--- config.mk ---
export PLATFORM = sky130hd
export DESIGN_NAME = civil_date_to_epoch_days_top_flat
export DESIGN_NICKNAME = d
export VERILOG_FILES = /design/src/design/cdte_pkg.sv /design/src/design/cdte_if.sv /design/src/design/civil_date_to_epoch_days_top.sv /design/src/design/cdte_wday.sv /design/src/flat_wrapper.sv
export SDC_FILE = /design/constraint.sdc
export NUM_CORES = 1
export LEC_CHECK = 0
export BUFFER_PORTS_ARGS = -buffer_cell sky130_fd_sc_hd__buf_2
export CAP_MARGIN = 0
export CORE_ASPECT_RATIO = 1.5
export CORE_MARGIN = 1.5
export CORE_UTILIZATION = 55
export CTS_CLUSTER_DIAMETER = 80
export CTS_CLUSTER_SIZE = 16
export DETAILED_ROUTE_END_ITERATION = 10
export PLACE_DENSITY = 0.75
export SLEW_MARGIN = 20
export SYNTH_ARGS = -nofsm -noshare
export SYNTH_HDL_FRONTEND = slang
export SYNTH_SLANG_ARGS = --single-unit
--- constraint.sdc ---
create_clock -name clk_i -period 4.5 [get_ports clk_i]
set_input_delay 0.45 -clock clk_i [delete_from_list [all_inputs] [get_ports clk_i]]
set_output_delay 0.45 -clock clk_i [all_outputs]
set_load 0.005 [all_outputs]
--- src/design/cdte_pkg.sv ---
package cdte_pkg;

  // Payload widths
  localparam int unsigned NumW   = 16;
  localparam int unsigned EpochW = 26;
  localparam int unsigned YdayW  = 18;
  localparam int unsigned WdayW  = 3;

  // Pipeline depth from input register to output register
  localparam int unsigned Depth = 6;

  // Calendar constants
  localparam logic [NumW-1:0] IsoYearMin  = 16'd1900;
  localparam logic [NumW-1:0] IsoMonthMax = 16'd12;
  localparam logic [NumW-1:0] IsoDayMax   = 16'd31;
  localparam logic [16:0]     CycleShift  = 17'd400;
  localparam logic [8:0]      YearsCycle  = 9'd400;
  localparam logic [8:0]      DaysYear    = 9'd365;
  localparam logic [17:0]     DaysCycle   = 18'd146097;

  // Offset from day zero of year zero (shifted one cycle) to 1970-01-01, minus one for day
  localparam logic [EpochW-1:0] EpochBias = 26'd865566;

  // Reciprocal of 25 for values below 4682, shift 15
  localparam logic [10:0] Recip25 = 11'd1311;
  localparam int unsigned Shift25 = 15;

  // Reciprocal of 7 for values below 2^18, shift 24
  localparam logic [21:0] Recip7 = 22'd2396746;
  localparam int unsigned Shift7 = 24;

  // Weekday offset: 1970-01-01 was a Thursday, folded with the day bias mod 7
  localparam logic [17:0] WdayBias = 18'd2;

  // Days in the months before month m of a common year
  function automatic logic [8:0] cum_days(input logic [3:0] m);
    logic [8:0] r;
    case (m)
      4'd1:    r = 9'd0;
      4'd2:    r = 9'd31;
      4'd3:    r = 9'd59;
      4'd4:    r = 9'd90;
      4'd5:    r = 9'd120;
      4'd6:    r = 9'd151;
      4'd7:    r = 9'd181;
      4'd8:    r = 9'd212;
      4'd9:    r = 9'd243;
      4'd10:   r = 9'd273;
      4'd11:   r = 9'd304;
      4'd12:   r = 9'd334;
      default: r = 9'd0;
    endcase
    return r;
  endfunction

  // Days from March 1 to the first of month m in a March-based year
  function automatic logic [8:0] march_days(input logic [3:0] m);
    logic [8:0] r;
    case (m)
      4'd3:    r = 9'd0;
      4'd4:    r = 9'd31;
      4'd5:    r = 9'd61;
      4'd6:    r = 9'd92;
      4'd7:    r = 9'd122;
      4'd8:    r = 9'd153;
      4'd9:    r = 9'd184;
      4'd10:   r = 9'd214;
      4'd11:   r = 9'd245;
      4'd12:   r = 9'd275;
      4'd1:    r = 9'd306;
      4'd2:    r = 9'd337;
      default: r = 9'd0;
    endcase
    return r;
  endfunction

endpackage

--- src/design/cdte_if.sv ---
interface cdte_in_if;
  import cdte_pkg::*;

  logic            valid;
  logic            ready;
  logic [NumW-1:0] first_number;
  logic [NumW-1:0] second_number;
  logic [NumW-1:0] third_number;

  modport source (output valid, first_number, second_number, third_number, input ready);
  modport sink   (input valid, first_number, second_number, third_number, output ready);
endinterface

interface cdte_out_if;
  import cdte_pkg::*;

  logic                     valid;
  logic                     ready;
  logic signed [EpochW-1:0] epoch_days;
  logic signed [YdayW-1:0]  year_day;
  logic [WdayW-1:0]         week_day;
  logic                     month_error;

  modport source (output valid, epoch_days, year_day, week_day, month_error, input ready);
  modport sink   (input valid, epoch_days, year_day, week_day, month_error, output ready);
endinterface

--- src/design/civil_date_to_epoch_days_top.sv ---
// Civil date to day count since 1970-01-01, proleptic Gregorian calendar.
// Input channel date_i: three 16-bit numbers per request. When the first is
// at least 1900, the second at most 12 and the third at most 31 they are
// year, month, day; otherwise month, day, year.
// Output channel result_o: signed day count, zero-based day of year, weekday
// (0 is Sunday) and a month error flag; on a month outside 1..12 the other
// fields are zero.
// Six register stages, the first loaded at the accepting edge. Throughput: one
// request per cycle unless a receiver stall fills the pipeline; the stages take
// ordering and month check, era split, year of era and month tables, day of era
// with era scaling, epoch sum, and the weekday multiply.
// Each stage holds a valid bit and loads when it is empty or the stage after
// it moves, so bubbles are squeezed out and date_i.ready stays high while
// any stage has room.
// When the receiver stalls, the result holds steady and the pipeline fills
// up; date_i.ready drops once all six stages hold a request.
// Reset empties all stages; date_i.ready is high right after reset.
module civil_date_to_epoch_days_top (
  input  logic       clk_i,
  input  logic       rst_ni,
  cdte_in_if.sink    date_i,
  cdte_out_if.source result_o
);
  import cdte_pkg::*;

  // Stage valid bits and enables
  logic [Depth:1] valid_q;
  logic [Depth+1:1] en;

  always_comb begin
    en[Depth+1] = result_o.ready;
    for (int k = Depth; k >= 1; k--) begin
      en[k] = !valid_q[k] || en[k+1];
    end
  end

  assign date_i.ready = en[1];

  always_ff @(posedge clk_i or negedge rst_ni) begin
    if (!rst_ni) begin
      valid_q <= '0;
    end else begin
      if (en[1]) valid_q[1] <= date_i.valid;
      for (int k = 2; k <= Depth; k++) begin
        if (en[k]) valid_q[k] <= valid_q[k-1];
      end
    end
  end

  // Stage 1: resolve ordering, check month, shift year
  logic        iso;
  logic [15:0] year, month, day;
  logic        bad_month;
  logic [16:0] yy_d;
  logic [16:0] s1_yy_q;
  logic [3:0]  s1_m_q;
  logic [15:0] s1_d_q;
  logic        s1_err_q;

  always_comb begin
    iso = (date_i.first_number >= IsoYearMin) && (date_i.second_number <= IsoMonthMax) &&
          (date_i.third_number <= IsoDayMax);
    if (iso) begin
      year  = date_i.first_number;
      month = date_i.second_number;
      day   = date_i.third_number;
    end else begin
      month = date_i.first_number;
      day   = date_i.second_number;
      year  = date_i.third_number;
    end
    bad_month = (month == 16'd0) || (month > IsoMonthMax);
    yy_d      = {1'b0, year} + CycleShift - ((month <= 16'd2) ? 17'd1 : 17'd0);
  end

  always_ff @(posedge clk_i) begin
    if (en[1]) begin
      s1_yy_q  <= yy_d;
      s1_m_q   <= month[3:0];
      s1_d_q   <= day;
      s1_err_q <= bad_month;
    end
  end

  // Stage 2: era number by shift and reciprocal of 25
  logic [23:0] era_prod;
  logic [7:0]  s2_era_q;
  logic [16:0] s2_yy_q;
  logic [3:0]  s2_m_q;
  logic [15:0] s2_d_q;
  logic        s2_err_q;

  assign era_prod = {11'd0, s1_yy_q[16:4]} * {13'd0, Recip25};

  always_ff @(posedge clk_i) begin
    if (en[2]) begin
      s2_era_q <= era_prod[Shift25 +: 8];
      s2_yy_q  <= s1_yy_q;
      s2_m_q   <= s1_m_q;
      s2_d_q   <= s1_d_q;
      s2_err_q <= s1_err_q;
    end
  end

  // Stage 3: year of era, century count, leap flag, month tables
  logic [16:0] yoe_full;
  logic [8:0]  yoe;
  logic [1:0]  cent;
  logic        leap;
  logic [8:0]  s3_yoe_q;
  logic [1:0]  s3_cent_q;
  logic [7:0]  s3_era_q;
  logic [8:0]  s3_mdays_q;
  logic [8:0]  s3_cum_q;
  logic        s3_adj_q;
  logic [15:0] s3_d_q;
  logic        s3_err_q;

  always_comb begin
    yoe_full = s2_yy_q - ({9'd0, s2_era_q} * {8'd0, YearsCycle});
    yoe      = yoe_full[8:0];
    if (yoe >= 9'd300)      cent = 2'd3;
    else if (yoe >= 9'd200) cent = 2'd2;
    else if (yoe >= 9'd100) cent = 2'd1;
    else                    cent = 2'd0;
    // Year of era equals year mod 400 after February
    leap = (yoe[1:0] == 2'd0) && (yoe != 9'd100) && (yoe != 9'd200) && (yoe != 9'd300);
  end

  always_ff @(posedge clk_i) begin
    if (en[3]) begin
      s3_yoe_q   <= yoe;
      s3_cent_q  <= cent;
      s3_era_q   <= s2_era_q;
      s3_mdays_q <= march_days(s2_m_q);
      s3_cum_q   <= cum_days(s2_m_q);
      s3_adj_q   <= leap && (s2_m_q > 4'd2);
      s3_d_q     <= s2_d_q;
      s3_err_q   <= s2_err_q;
    end
  end

  // Stage 4: day of era, era days, day of year
  logic [17:0] doe_d;
  logic [24:0] era_days_d;
  logic [17:0] yday_d;
  logic [17:0] s4_doe_q;
  logic [24:0] s4_era_days_q;
  logic [17:0] s4_yday_q;
  logic [15:0] s4_d_q;
  logic        s4_err_q;

  always_comb begin
    doe_d = ({9'd0, s3_yoe_q} * {9'd0, DaysYear}) + {11'd0, s3_yoe_q[8:2]} -
            {16'd0, s3_cent_q} + {9'd0, s3_mdays_q};
    era_days_d = {17'd0, s3_era_q} * {7'd0, DaysCycle};
    yday_d = {2'd0, s3_d_q} + {9'd0, s3_cum_q} + {17'd0, s3_adj_q} - 18'd1;
  end

  always_ff @(posedge clk_i) begin
    if (en[4]) begin
      s4_doe_q      <= doe_d;
      s4_era_days_q <= era_days_d;
      s4_yday_q     <= yday_d;
      s4_d_q        <= s3_d_q;
      s4_err_q      <= s3_err_q;
    end
  end

  // Stage 5: epoch days and weekday argument; zero fields on a bad month
  logic [EpochW-1:0] days_d;
  logic [17:0]       wx_d;
  logic [EpochW-1:0] s5_days_q;
  logic [YdayW-1:0]  s5_yday_q;
  logic              s5_err_q;

  always_comb begin
    days_d = {1'b0, s4_era_days_q} + {8'd0, s4_doe_q} + {10'd0, s4_d_q} - EpochBias;
    wx_d   = s4_err_q ? 18'd0 : (s4_doe_q + {2'd0, s4_d_q} + WdayBias);
  end

  always_ff @(posedge clk_i) begin
    if (en[5]) begin
      s5_days_q <= s4_err_q ? '0 : days_d;
      s5_yday_q <= s4_err_q ? '0 : s4_yday_q;
      s5_err_q  <= s4_err_q;
    end
  end

  // Stage 6: weekday by reciprocal multiply, result register
  logic [EpochW-1:0] s6_days_q;
  logic [YdayW-1:0]  s6_yday_q;
  logic              s6_err_q;
  logic [WdayW-1:0]  wd;
  logic [17:0]       s5_wx_q;

  always_ff @(posedge clk_i) begin
    if (en[5]) begin
      s5_wx_q <= wx_d;
    end
  end

  cdte_wday u_wday (
    .clk_i (clk_i),
    .en_i  (en[6]),
    .x_i   (s5_wx_q),
    .wd_o  (wd)
  );

  always_ff @(posedge clk_i) begin
    if (en[6]) begin
      s6_days_q <= s5_days_q;
      s6_yday_q <= s5_yday_q;
      s6_err_q  <= s5_err_q;
    end
  end

  assign result_o.valid       = valid_q[Depth];
  assign result_o.epoch_days  = s6_days_q;
  assign result_o.year_day    = s6_yday_q;
  assign result_o.week_day    = wd;
  assign result_o.month_error = s6_err_q;

endmodule

--- src/design/cdte_wday.sv ---
module cdte_wday (
  input  logic                      clk_i,
  input  logic                      en_i,
  input  logic [17:0]               x_i,
  output logic [cdte_pkg::WdayW-1:0] wd_o
);
  import cdte_pkg::*;

  logic [39:0] prod;
  logic [15:0] quot_d, quot_q;
  logic [17:0] x_q;
  logic [17:0] rem;

  // Quotient by 7 through the reciprocal, registered
  assign prod   = {22'd0, x_i} * {18'd0, Recip7};
  assign quot_d = prod[Shift7 +: 16];

  always_ff @(posedge clk_i) begin
    if (en_i) begin
      quot_q <= quot_d;
      x_q    <= x_i;
    end
  end

  // Remainder from the stored quotient
  assign rem  = x_q - ({2'd0, quot_q} * 18'd7);
  assign wd_o = rem[WdayW-1:0];

endmodule

--- src/flat_wrapper.sv ---
// flat-port wrapper written by rule: the top's interface ports become plain ports
module civil_date_to_epoch_days_top_flat import cdte_pkg::*;
  (clk_i, rst_ni, date_i_valid, date_i_first_number, date_i_second_number, date_i_third_number, date_i_ready, result_o_valid, result_o_epoch_days, result_o_year_day, result_o_week_day, result_o_month_error, result_o_ready);
  cdte_in_if date_i_i ();
  cdte_out_if result_o_i ();
  input  logic clk_i;
  input  logic rst_ni;
  input wire logic [$bits(date_i_i.valid)-1:0] date_i_valid;
  input wire logic [$bits(date_i_i.first_number)-1:0] date_i_first_number;
  input wire logic [$bits(date_i_i.second_number)-1:0] date_i_second_number;
  input wire logic [$bits(date_i_i.third_number)-1:0] date_i_third_number;
  output wire logic [$bits(date_i_i.ready)-1:0] date_i_ready;
  output wire logic [$bits(result_o_i.valid)-1:0] result_o_valid;
  output wire logic [$bits(result_o_i.epoch_days)-1:0] result_o_epoch_days;
  output wire logic [$bits(result_o_i.year_day)-1:0] result_o_year_day;
  output wire logic [$bits(result_o_i.week_day)-1:0] result_o_week_day;
  output wire logic [$bits(result_o_i.month_error)-1:0] result_o_month_error;
  input wire logic [$bits(result_o_i.ready)-1:0] result_o_ready;
  assign date_i_i.valid = date_i_valid;
  assign date_i_i.first_number = date_i_first_number;
  assign date_i_i.second_number = date_i_second_number;
  assign date_i_i.third_number = date_i_third_number;
  assign date_i_ready = date_i_i.ready;
  assign result_o_valid = result_o_i.valid;
  assign result_o_epoch_days = result_o_i.epoch_days;
  assign result_o_year_day = result_o_i.year_day;
  assign result_o_week_day = result_o_i.week_day;
  assign result_o_month_error = result_o_i.month_error;
  assign result_o_i.ready = result_o_ready;
  civil_date_to_epoch_days_top u_core (.clk_i(clk_i), .rst_ni(rst_ni), .date_i(date_i_i), .result_o(result_o_i));
endmodule
==> results, run 1 <==
- Global routing used 21.60% of the available tracks across all layers.
- The setup slack after layout is -272.7 ps.
- The final hold violation count is 0.
- The latest clock arrival within the worst-skew pair is 570 ps.
- The first global-routing pass estimated 80830 µm of wire.
- The number of standard cells in the final layout excluding fillers is 2995.
- The routed length per placed instance is 16.63 µm.
- Synthesis instantiated 67 different standard cells from the library.
- The utilization of the core after routing is 64.86%.
- The most used flip-flop cell after synthesis is edfxtp_1.
- The worst setup path is captured at a flop.
- Clock skew on the completed layout was measured at 16.36 ps.
- The peak per-stage delay on the critical path is 590 ps.
- Among all stages on the critical path, the largest delay is contributed by fa_1.
- The cell count after synthesis came out at 2096.
- The netlist area before placement is 25230 µm².
- The post-detailed-placement half-perimeter wirelength is 40770 µm.
- The final route contains 15860 vias.
- The number of design-rule violations left by the first detailed-router iteration is 622.
- The critical path goes through fa_1, ha_2, ha_1, fa_1, fa_1, ha_1, a21o_1, a211oi_2, a21oi_2, o41ai_4, o21ai_2, or2_4, a21oi_2, xnor2_1.
- The number of global-route vias before repair is 17200.
- Clock-pin slew was measured on the worst setup and hold paths at 70 ps.
- The root buffer cell chosen for the clock tree is clkbuf_16.
- The pin count of the biggest net entering global routing is 71.
- The count of input and output buffers is 101.
- For the finished layout, the period the worst path requires is 4773 ps.
- The net count after synthesis is 2747.
- The number of primary I/O pins is 102.
- TritonCTS built the clock tree.
- For this run, asynchronously set or reset flops after synthesis account for 1.824%.
- Buffers inserted during clock tree synthesis total 24.
- Setup repair after global routing could not meet its margin everywhere.
- The maximum net fanout on the critical path is 5.
- The largest buffer count on any clock path is 3.
- The overall die area is 47190 µm².
- The run finished, with violations left.
- The number of enable-type register cells in the synthesized netlist is 323.
- Global routing consumed, on the met1 layer, 21.25% of the routing resources.
- The number of buffers and inverters on the critical path is 0.
- The die is 265.3 µm tall.
- In this run the tightest slew margin relative to its limit is 40.13%.
- The standard cell core area is 45050 µm².
- The initial core utilization is 56.00%.
- 0 antenna diodes ended up in the layout.
- Across the run, the number of max-cap violations was 0.
- The part of the Yosys area used for sequential elements is 39.04%.
- Of the cells placed in the final design, the portion with a size suffix greater than 1 is 19.02%.
- The slew of the pin with the lowest slew margin is 898.0 ps.
- Including well taps, the total number of placed cells is 2928.
- The area growth from synthesis to layout is 15.82%.
- Global routing consumed, on the met2 layer, 43.96% of the routing resources.
- The data arrival time at the worst-slack endpoint is 5070 ps.
- Clock tree synthesis found a total of 329 sinks.
- STA puts the critical path data required time at 4800 ps.
- Counting stages on the worst path, the most repeated cell is fa_1.
- The worst setup path is launched from a flop.
- Setup violations remaining at the end of the flow were counted as 12.
- The final cycle utilization of the critical path is 106.1%.
- Global routing finished with a remaining overflow of 0.
- The max-slew violation total from the final report is 0.
- The peak-usage layer in the global routing report is met2.
- The initialized floorplan defines 95 standard-cell rows.
- The path class of the tightest hold or removal check is primary input to flop.
- The post-layout net count is 3051.
- The number of warning messages in the yosys log is 0.
- The critical path starts at u_core.s1_yy_q[12]$_DFFE_PP_.
- In the final timing run, aggregate negative setup slack is -1496 ps.
- The final reports fail on setup timing.
- The congestion estimate from routability-driven global placement came to 0.9692.
- The synthesized area per cell is 12.04 µm².
- The gate family responsible for the most delay along the worst path is adder cells.
- The mean number of vias per cell is 5.297.
- The die is 177.9 µm wide.
- The origin of the critical flop-to-flop path is u_core.s1_yy_q[12]$_DFFE_PP_.
- The count of unresolved DRC violations after routing is 0.
- The classification of the worst setup path is flop to flop.
- In this run the number of H-tree levels came out at 1.
- The first TritonRoute pass finished after 6 iterations.
- The initial antenna violation count is 0.
- The startpoint identified for the worst hold timing path is date_i_valid.
- The register bit count reported by yosys is 329.
- The global-route met3 utilization is 1.930%.
- The total wire length is 49820 µm.
- The remaining antenna violation count after routing is 0.
- The maximum achievable frequency is 209.5 MHz.
==> final timing paths <==
path / depth (start not counted) / to / slack, ps
max: 14 / u_core.s2_era_q[6]$_DFFE_PP_ / -270
min: 2 / u_core.valid_q[1]$_DFFE_PN0P_ / 80
max reg2reg: 14 / u_core.s2_era_q[6]$_DFFE_PP_ / -270
min reg2reg: 0 / u_core.result_o.year_day[9]$_DFFE_PP_ / 420
max in group asynchronous: 2 / u_core.valid_q[5]$_DFFE_PN0P_ / 4120
min in group asynchronous: 2 / u_core.valid_q[2]$_DFFE_PN0P_ / 240
==> layer usage <==
| metal | wire length (µm) | part of all wire, % |
|---|---|---|
| met3 | 1178 | 2.4 |
| met4 | 2371 | 4.8 |
| met5 | 0 | 0 |
| met1 | 17670 | 35 |
| met2 | 28600 | 57 |
==> logic make-up after synthesis <==
family	synth area share [%]
and+or+nand+nor	7.022
AOI/OAI and AO/OA	6.507
muxes	0.9324
DFF	39.04
xor gates and xnor gates	4.508
adders and majority gates	35.66
buffers and inverters	6.333
==> registers in the layout (all words and copies together), names as in the netlist, 4 cells and up <==
signal / count
u_core.s5_yday_q: 18
u_core.s4_yday_q: 18
u_core.result_o.year_day: 18
u_core.s3_cum_q: 9
u_core.s3_era_q: 8
u_core.s1_yy_q: 17
u_core.s1_d_q: 16
u_core.s2_m_q: 4
u_core.s2_d_q: 16
u_core.s3_d_q: 16
u_core.s5_days_q: 26
u_core.s5_wx_q: 18
u_core.s4_d_q: 16
u_core.s4_era_days_q: 25
u_core.s1_m_q: 4
u_core.s2_yy_q: 9
u_core.result_o.epoch_days: 26
u_core.s3_yoe_q: 9
u_core.valid_q: 6
u_core.s4_doe_q: 18
u_core.s2_era_q: 8
u_core.s3_mdays_q: 9
==> layout make-up <==
class | count | area (µm²)
fillers | 3370 | 15830
multi-input cells | 1342 | 14380
flip-flops and latches | 329 | 9849
repair buffers | 303 | 2066
inverters | 400 | 1508
well taps | 582 | 728.2
clock buffers | 37 | 649.4
clock inverters | 2 | 38.79
==> cells in the final DEF (no fill, tap or decap), types with 36 or more instances in the layout <==
| cell | synthesis | final |
|---|---|---|
| buf_2 | 2 | 101 |
| buf_4 | 0 | 190 |
| inv_1 | 400 | 382 |
| xnor2_1 | 84 | 84 |
| edfxtp_1 | 323 | 323 |
| ha_1 | 399 | 377 |
| a21oi_1 | 74 | 60 |
| a21o_1 | 36 | 36 |
| fa_1 | 200 | 192 |
| nor2_1 | 87 | 86 |
| nor2b_1 | 40 | 37 |
| nand2_1 | 50 | 48 |
| xor2_1 | 44 | 43 |
==> cell usage after synthesis, drive strengths merged, types with 34 or more instances <==
cell type | n | area, µm²
a21o | 36 | 270.3
a21oi | 76 | 387.9
edfxtp | 323 | 9699
fa | 200 | 4004
ha | 399 | 4992
inv | 400 | 1501
nand2 | 50 | 187.7
nor2 | 87 | 326.6
nor2b | 40 | 250.2
nor3 | 34 | 170.2
o21ai | 53 | 265.3
xnor2 | 85 | 752.0
xor2 | 44 | 385.4
==> repair_timing <==
item / in CTS / in global routing
gates cloned: 0 / 0
endpoints found under the hold margin: 6 / 0
gates resized for setup: 70 / 54
pin swaps: 48 / 59
buffers inserted: 16 / 12
setup endpoints to repair: 19 / 36
hold buffers: 1 / 0
==> metrics by stage <==
stage               instance area, µm²  hold WS (ps)  setup slack (ps)
floorplan                        25300         154.4            -166.1
detailed placement               27760         283.1            -487.9
global placement                 27760         275.2            -431.9
CTS                              28860         40.73            -198.4
global route                     29220         57.54            -429.8
finish                           29220         76.71            -272.7
Power of run 1 is left out: the tool's default activity adds up to more than one toggle a clock period on the data nets, which glitch-free logic cannot reach.
==> inputs of run 2 (changes only) <==
Settings changed: BUFFER_PORTS_ARGS -buffer_cell sky130_fd_sc_hd__buf_2 to -buffer_cell sky130_fd_sc_hd__buf_4, HOLD_SLACK_MARGIN from default to 0.06, SYNTH_HIERARCHICAL from default to 1.
==> run 2 against run 1 <==
Compared with the run above:
- the flow still finishes with violations (setup timing)
- critical endpoint is now u_core/s2_era_q[7]$_DFFE_PP_
- die area rose by 2.3%
- clock skew rose by 4.8 ps
- global-route usage rose by 0.31 points
- highest routed layer unchanged
- critical path depth rose by 2
- first-iteration DRC count rose by 2.6%
- wire length rose by 5.1%
==> results, run 2 <==
- The flow ran to the end, but the final reports show violations.
- The final reports fail on setup timing.
- The path with the worst hold slack has its endpoint at u_core/valid_q[1]$_DFFE_PN0P_.
- The class of the worst hold path is primary input to flop.
- The synthesized area per cell is 11.67 µm² (-3.0%).
- The most instantiated library cell after synthesis is inv_1.
- The initial core utilization came to 55.56% (-0.44 points).
- The cell with the biggest individual delay on the critical path is fa_2.
- The final hold violation count was 0 (unchanged).
- The final critical-path required period is 4921 ps (+147.9 ps).
- By instance count, the cell type seen most on the critical path is ha_1.
- The final-layout fill cell count is 3593 (+6.6%).
- The number of design-rule violations left by the first detailed-router iteration came to 638 (+2.6%).
- Leaving out fill and tap cells, the most frequent cells in the layout are inv_1, ha_1, edfxtp_1, buf_4, fa_1.
- The standard-cell row count is 97 (+2.1%).
- The placer congestion estimate is 0.9300 (-4.0%).
- The share of layout cells above drive strength 1 was 15.90% (-3.1 points).
- The critical hold path startpoint is date_i_valid.
- The most used flip-flop cell after synthesis is edfxtp_1.
- The dominant cell type by area after synthesis is edfxtp_1.
- The maximum net fanout on the critical path is 5 (unchanged).
- The setup path with the least slack is of type flop to flop.
- The final setup violation count is 7 (-5).
- The buffering stage count on the worst path with inverters included is 4 (+4).
- TritonCTS built the clock tree.
- The count of unresolved DRC violations after routing came to 0 (unchanged).
- The residual overflow from global routing was 0 (unchanged).
- The register-to-register setup slack is -420 ps (-150 ps).
- The number of enable-type register cells in the synthesized netlist is 323 (unchanged).
- Setup repair after global routing could not meet its margin everywhere.
- The net count after synthesis was 2879 (+4.8%).
- By count the netlist is led by inv_1, ha_1, edfxtp_1.
- The number of clock sinks was 329 (unchanged).
- After synthesis, the cell types taking the most area are edfxtp_1, ha_1, fa_1.
- The total number of vias is 16550 (+4.3%).
- The largest buffer count on any clock path is 3 (unchanged).
- The worst register-to-register path begins at u_core/s1_yy_q[8]$_DFFE_PP_.
- The post-route clock skew is 21.21 ps (+4.845 ps).
- The number of cells traversed by the worst register-to-register path is 16 (+2).
- The mean number of vias per cell is 5.376 (+1.5%).
- The part of the Yosys area used for sequential elements is 38.14% (-0.90 points).
- The root buffer cell chosen for the clock tree is clkbuf_16.
- The kind of start point of the critical path is a flop.
- The portion of synthesized cell area occupied by the leading cell type is 37.55% (-0.89 points).
- The remaining antenna violation count after routing is 0 (unchanged).
- The post-detailed-placement half-perimeter wirelength is 43240 µm (+6.1%).
- The area growth from synthesis to layout is 14.44%.
- The maximum achievable frequency was 203.2 MHz (-3.0%).
- The routed length per placed instance was 17.01 µm (+2.3%).
- The number of primary I/O pins was 102 (unchanged).
- The critical register-to-register path endpoint is u_core/s2_era_q[7]$_DFFE_PP_.
- The overall die area is 48290 µm² (+2.3%).
- The number of cells on the critical path came to 16 (+2).
- The CTS buffer count is 25 (+4.2%).
- The netlist area before placement is 25830 µm² (+2.4%).
- The number of H-tree levels came to 1 (unchanged).
- The endpoint type of the worst setup path is a flop.
- The clock slew seen by the registers of the worst setup and hold paths is 70 ps (about the same).
- The final setup TNS is -1437 ps (+58.12 ps).
- The number of global-route vias before repair was 17920 (+4.2%).
- The area of combinational cells with multiple inputs is 14560 µm² (+1.3%).
- The headroom to the max-slew limit is 36.85% (-3.3 points).
- The die width is 179.9 µm (+1.2%).
- The peak per-stage delay on the critical path is 590 ps (about the same).
- The die height is 268.4 µm (+1.2%).
- The setup slack after layout is -420.6 ps (-147.9 ps).
- The detailed-routing iteration count for the pre-antenna-repair pass is 5 (-1).
- The latest clock arrival within the worst-skew pair is 550 ps (-20 ps).
- The synthesized netlist cell count came to 2213 (+5.6%).
- The total wire length is 52360 µm (+5.1%).
- The pin count of the biggest net entering global routing is 67 (-5.6%).
- The count of unique library cells instantiated by Yosys is 75 (+12%).
- Leaving out fill and tap cells, the most frequent cell in the layout is inv_1.
- The slew of the pin with the lowest slew margin is 947.2 ps (+49.22 ps).
- The max capacitance violation total is 0 (unchanged).
- The max-slew violation total from the final report was 0 (unchanged).
- The final cycle utilization of the critical path came to 109.3% (+3.3 points).
- The hold-critical path depth is 2 (unchanged).
- The count of input and output buffers is 101 (unchanged).
- The number of diodes is 0 (unchanged).
- The critical path launch point is u_core/s1_yy_q[8]$_DFFE_PP_.
- The wire length of the first global-routing pass was 84570 µm (+4.6%).
- The initial antenna violation count was 0 (unchanged).
- The total area of sequential cells is 9849 µm² (unchanged).
- The standard cell core area was 46480 µm² (+3.2%).
- The data arrival time at the worst-slack endpoint came to 5330 ps (+260 ps).
- The critical path goes through buf_4, buf_4, ha_1, ha_1, inv_1, fa_1, inv_2, fa_1, fa_2, ha_1, o211ai_1, a211oi_2, o31a_1, o41a_1, or4_1, nand3_1.
- The endpoint required time on the critical path was 4910 ps (+110 ps).
- Among cell families on the critical path, the largest total delay comes from adder cells.
- The number of warning messages in the yosys log is 6 (+6).
- The combined global-route utilization of all metal layers was 21.91% (+0.31 points).
- The async set-reset flop share out of synthesis came to 1.824% (unchanged).
- The register bit count reported by yosys is 329 (unchanged).
- The post-layout net count is 3139 (+2.9%).
-- run 2: changes by cell type in the layout (fill, tap and decap cells not counted), moves of 7 or more --
cell | previous run | this run
nand2_1 | 48 | 63
xor2_1 | 43 | 28
o21a_1 | 6 | 15
and3_1 | 15 | 4
buf_2 | 101 | 0
ha_1 | 377 | 394
o21ai_1 | 13 | 5
inv_1 | 382 | 447
buf_4 | 190 | 249
nand3_1 | 20 | 33
a21oi_1 | 60 | 75
nor2_1 | 86 | 98
or3_1 | 4 | 11
-- run 2: layout make-up --
class | instances | area share, %
multi-input cells | 1398 | 49.27
clock inverters | 4 | 0.1101
repair buffers | 259 | 6.701
inverters | 460 | 5.850
clock buffers | 34 | 2.231
flip-flops and latches | 329 | 33.32
well taps | 594 | 2.515
-- run 2: what timing repair did --
action                                 in CTS  in global routing
setup buffers                              18                  7
pin swaps                                  49                 28
cloned                                      0                  0
hold buffers                                1                  0
resized for setup                          50                 37
setup endpoints to repair                  17                 25
endpoints found under the hold margin       6                  0
-- run 2: metrics by stage --
step                hold slack (ps)  area (µm²)  setup WS [ps]  cells  utilization [%]
floorplan                     154.4       25880         -296.3   2213                -
global placement              259.2       28280         -345.2   3014            60.85
detailed placement            259.7       28280         -375.9   3014            60.85
CTS                           68.17       29350         -352.2   3071            63.14
global route                  74.24       29560         -547.8   3078            63.58
finish                        98.08       29560         -420.6   3078            63.58
-- run 2: worst reg2reg max path, cell delays in order (launching register included) --
cell and delay [ps]:
edfxtp_1 500, buf_4 180, buf_4 140, ha_1 270, ha_1 280, inv_1 60
fa_1 540, inv_2 40, fa_1 510, fa_2 590, ha_1 230, o211ai_1 150
a211oi_2 130, o31a_1 270, o41a_1 340, or4_1 440, nand3_1 110
-- run 2: kinds of logic after synthesis --
kind of cell	count (synthesis)	synth area share, %
buffers and inverters	486	7.102
xor gates and xnor gates	109	3.696
adders and majority gates	615	35.63
muxes	18	0.8671
and+or+nand+nor	375	7.315
DFF	329	38.14
AOI/OAI and AO/OA	281	7.257
-- run 2: per-layer routing --
layer / global-route usage [%] / routed length [µm]
met1: 21.89 / 18880
met2: 46.17 / 30350
met5: 0 / 0
met4: 8.018 / 1931
met3: 1.653 / 1199
-- run 2: how the worst max path moves through the flow --
stage,endpoint
3_5_place_dp,u_core/s2_era_q[7]$_DFFE_PP_
4_1_cts,u_core/s2_era_q[7]$_DFFE_PP_
3_3_place_gp,u_core/s2_era_q[7]$_DFFE_PP_
6_report,u_core/s2_era_q[7]$_DFFE_PP_
2_1_floorplan,u_core/s2_era_q[7]$_DFFE_PP_
5_1_grt,u_core/s2_era_q[6]$_DFFE_PP_
Power of run 2 is left out for the same reason.
==> inputs of run 3 (changes only) <==
Settings changed: PLACE_DENSITY 0.75 to 0.77.
==> run 3 against run 2 <==
Compared with the run above:
- critical path depth is 2 lower
- clock-buffer cell count stayed put
- highest routed layer unchanged
- fmax is 2.3% higher
- the run still ends with setup timing left
- final cell count is 0.23% higher
- core utilization is 0.43 points higher
==> results, run 3 (synthesis gave the netlist of run 2 again) <==
- The run finished, with violations left.
- The final reports fail on setup timing.
- The critical register-to-register path endpoint is u_core/s2_era_q[7]$_DFFE_PP_.
- The post-route clock skew came to 26.91 ps (+5.699 ps).
- The library cell used most frequently in the layout, excluding fill and tap cells, is inv_1.
- The class of the worst hold path is primary input to flop.
- The final setup violation count was 7 (unchanged).
- The combined global-route utilization of all metal layers is 21.81% (-0.11 points).
- The max-slew violation total from the final report was 0 (unchanged).
- The largest buffer count on any clock path was 3 (unchanged).
- The residual overflow from global routing is 0 (unchanged).
- The post-layout net count came to 3147 (+0.25%).
- The worst hold path terminates at u_core/s1_d_q[8]$_DFFE_PP_.
- The wire length of the first global-routing pass is 84210 µm (-0.42%).
- The number of cells traversed by the worst register-to-register path came to 14 (-2).
- The number of primary I/O pins came to 102 (unchanged).
- The total number of vias is 16770 (+1.4%).
- The count of unresolved DRC violations after routing is 0 (unchanged).
- The die width was 179.9 µm (unchanged).
- The routed length per placed instance is 17.00 µm (about the same).
- The count of placed standard cells including taps came to 3019 (+0.17%).
- The mean number of vias per cell is 5.437 (+1.1%).
- The number of H-tree levels was 1 (unchanged).
- The post-detailed-placement half-perimeter wirelength is 42970 µm (-0.63%).
- The initial core utilization was 55.56% (unchanged).
- The final hold violation count came to 0 (unchanged).
- The max capacitance violation total came to 0 (unchanged).
- The hold-critical path depth is 1 (-1).
- The standard-cell row count is 97 (unchanged).
- The pin count of the biggest net entering global routing came to 70 (+4.5%).
- The initial antenna violation count was 0 (unchanged).
- The origin of the critical flop-to-flop path is u_core/s1_yy_q[11]$_DFFE_PP_.
- The setup slack after layout is -309.9 ps (+110.8 ps).
- The final critical-path required period is 4810 ps (-110.8 ps).
- The register-to-register setup slack is -310 ps (+110 ps).
- The maximum achievable frequency came to 207.9 MHz (+2.3%).
- The share of layout cells above drive strength 1 is 16.70% (+0.80 points).
- By startpoint and endpoint, the worst setup path is classified as flop to flop.
- TritonCTS built the clock tree.
- The detailed-routing iteration count for the pre-antenna-repair pass is 5 (unchanged).
- The number of design-rule violations left by the first detailed-router iteration was 743 (+16%).
- The placer congestion estimate came to 0.9039 (-2.8%).
- The CTS buffer count is 24 (-4.0%).
- The area growth from synthesis to final layout is 15.20%.
- The count of input and output buffers is 101 (unchanged).
- The final cycle utilization of the critical path is 106.9% (-2.5 points).
- The dominant cell type by count on the critical path is fa_1.
- The kind of start point of the critical path is a flop.
- The headroom to the max-slew limit came to 35.30% (-1.5 points).
- The number of global-route vias before repair came to 17880 (-0.27%).
- In the layout the commonest cells are inv_1, ha_1, edfxtp_1, buf_4, fa_1.
- The worst hold path begins at date_i_second_number[8].
- The number of standard cells in the final layout excluding fillers is 3085 (+0.23%).
- Walking the worst path, the cells encountered are fa_1, ha_2, fa_1, fa_1, fa_1, ha_4, a21oi_2, o211ai_1, o211ai_1, a211oi_2, o31a_1, o41a_1, or4_1, nand3_1.
- In this run the worst setup path begins at u_core/s1_yy_q[11]$_DFFE_PP_.
- The endpoint type of the worst setup path is a flop.
- The maximum net fanout on the critical path is 5 (unchanged).
- The cell with the biggest individual delay on the critical path is fa_1.
- The die height is 268.4 µm (unchanged).
- The latest clock arrival within the worst-skew pair is 560 ps (about the same).
- The number of clock sinks is 329 (unchanged).
- The number of diodes was 0 (unchanged).
- The endpoint required time on the critical path is 4920 ps (about the same).
- The peak per-stage delay on the critical path is 550 ps (-40 ps).
- Setup repair after global routing could not meet its margin everywhere.
- The slew of the pin with the lowest slew margin is 970.4 ps (+23.18 ps).
- The overall die area is 48290 µm² (unchanged).
- The clock root buffer is clkbuf_16.
- The data arrival time at the worst-slack endpoint was 5230 ps (-100 ps).
- The total wire length was 52460 µm (+0.20%).
- The standard cell core area was 46480 µm² (unchanged).
- The remaining antenna violation count after routing is 0 (unchanged).
- The clock slew seen by the registers of the worst setup and hold paths came to 70 ps (about the same).
## run 3: area by class of cell
| class | count | area [µm²] |
|---|---|---|
| clock inverters | 2 | 35.03 |
| flip-flops and latches | 329 | 9849 |
| fillers | 3438 | 16730 |
| multi-input cells | 1398 | 14660 |
| well taps | 594 | 743.2 |
| clock buffers | 34 | 659.4 |
| inverters | 460 | 1734 |
| repair buffers | 268 | 2068 |
## run 3: routing by layer
metal	global-route usage (%)	routed length, µm	up-vias
met1	21.98	19090	8191
met3	2.073	1603	146
met4	10.83	2707	0
met5	0	0	-
met2	44.07	29060	393
li1	-	-	8042
## run 3: worst max path at each step
stage / end / slack, ps / depth (start not counted)
global route: u_core/s2_era_q[7]$_DFFE_PP_ / -500 / 16
floorplan: u_core/s2_era_q[7]$_DFFE_PP_ / -300 / 14
CTS: u_core/s2_era_q[7]$_DFFE_PP_ / -310 / 14
detailed placement: u_core/s2_era_q[7]$_DFFE_PP_ / -390 / 14
finish: u_core/s2_era_q[7]$_DFFE_PP_ / -310 / 14
global placement: u_core/s2_era_q[7]$_DFFE_PP_ / -300 / 18
## run 3: what timing repair did
action / CTS / global route
endpoints found under the hold margin: 6 / 0
resized for setup: 47 / 59
setup buffers: 20 / 10
hold buffers: 1 / 0
endpoints found under the setup margin: 12 / 24
pin swaps: 55 / 53
## run 3: critical path, delay by kind of cell (launching register included)
kind	cells	cell delay, ps
adders and majority gates	6	2440
AOI/OAI and AO/OA	6	1250
DFF	1	500
and+or+nand+nor	2	490
## run 3: metrics by stage
stage	util (%)	setup slack [ps]	hold slack, ps	setup TNS [ps]	area (µm²)
global route	64.01	-496.1	62.89	-3122	29750
CTS	63.31	-314.0	61.41	-1151	29430
global placement	60.96	-301.5	261.3	-1955	28330
detailed placement	60.96	-392.9	262.9	-3204	28330
floorplan	-	-296.3	154.4	-526.0	25880
finish	64.01	-309.9	88.55	-1351	29750
Power of run 3 is left out for the same reason.
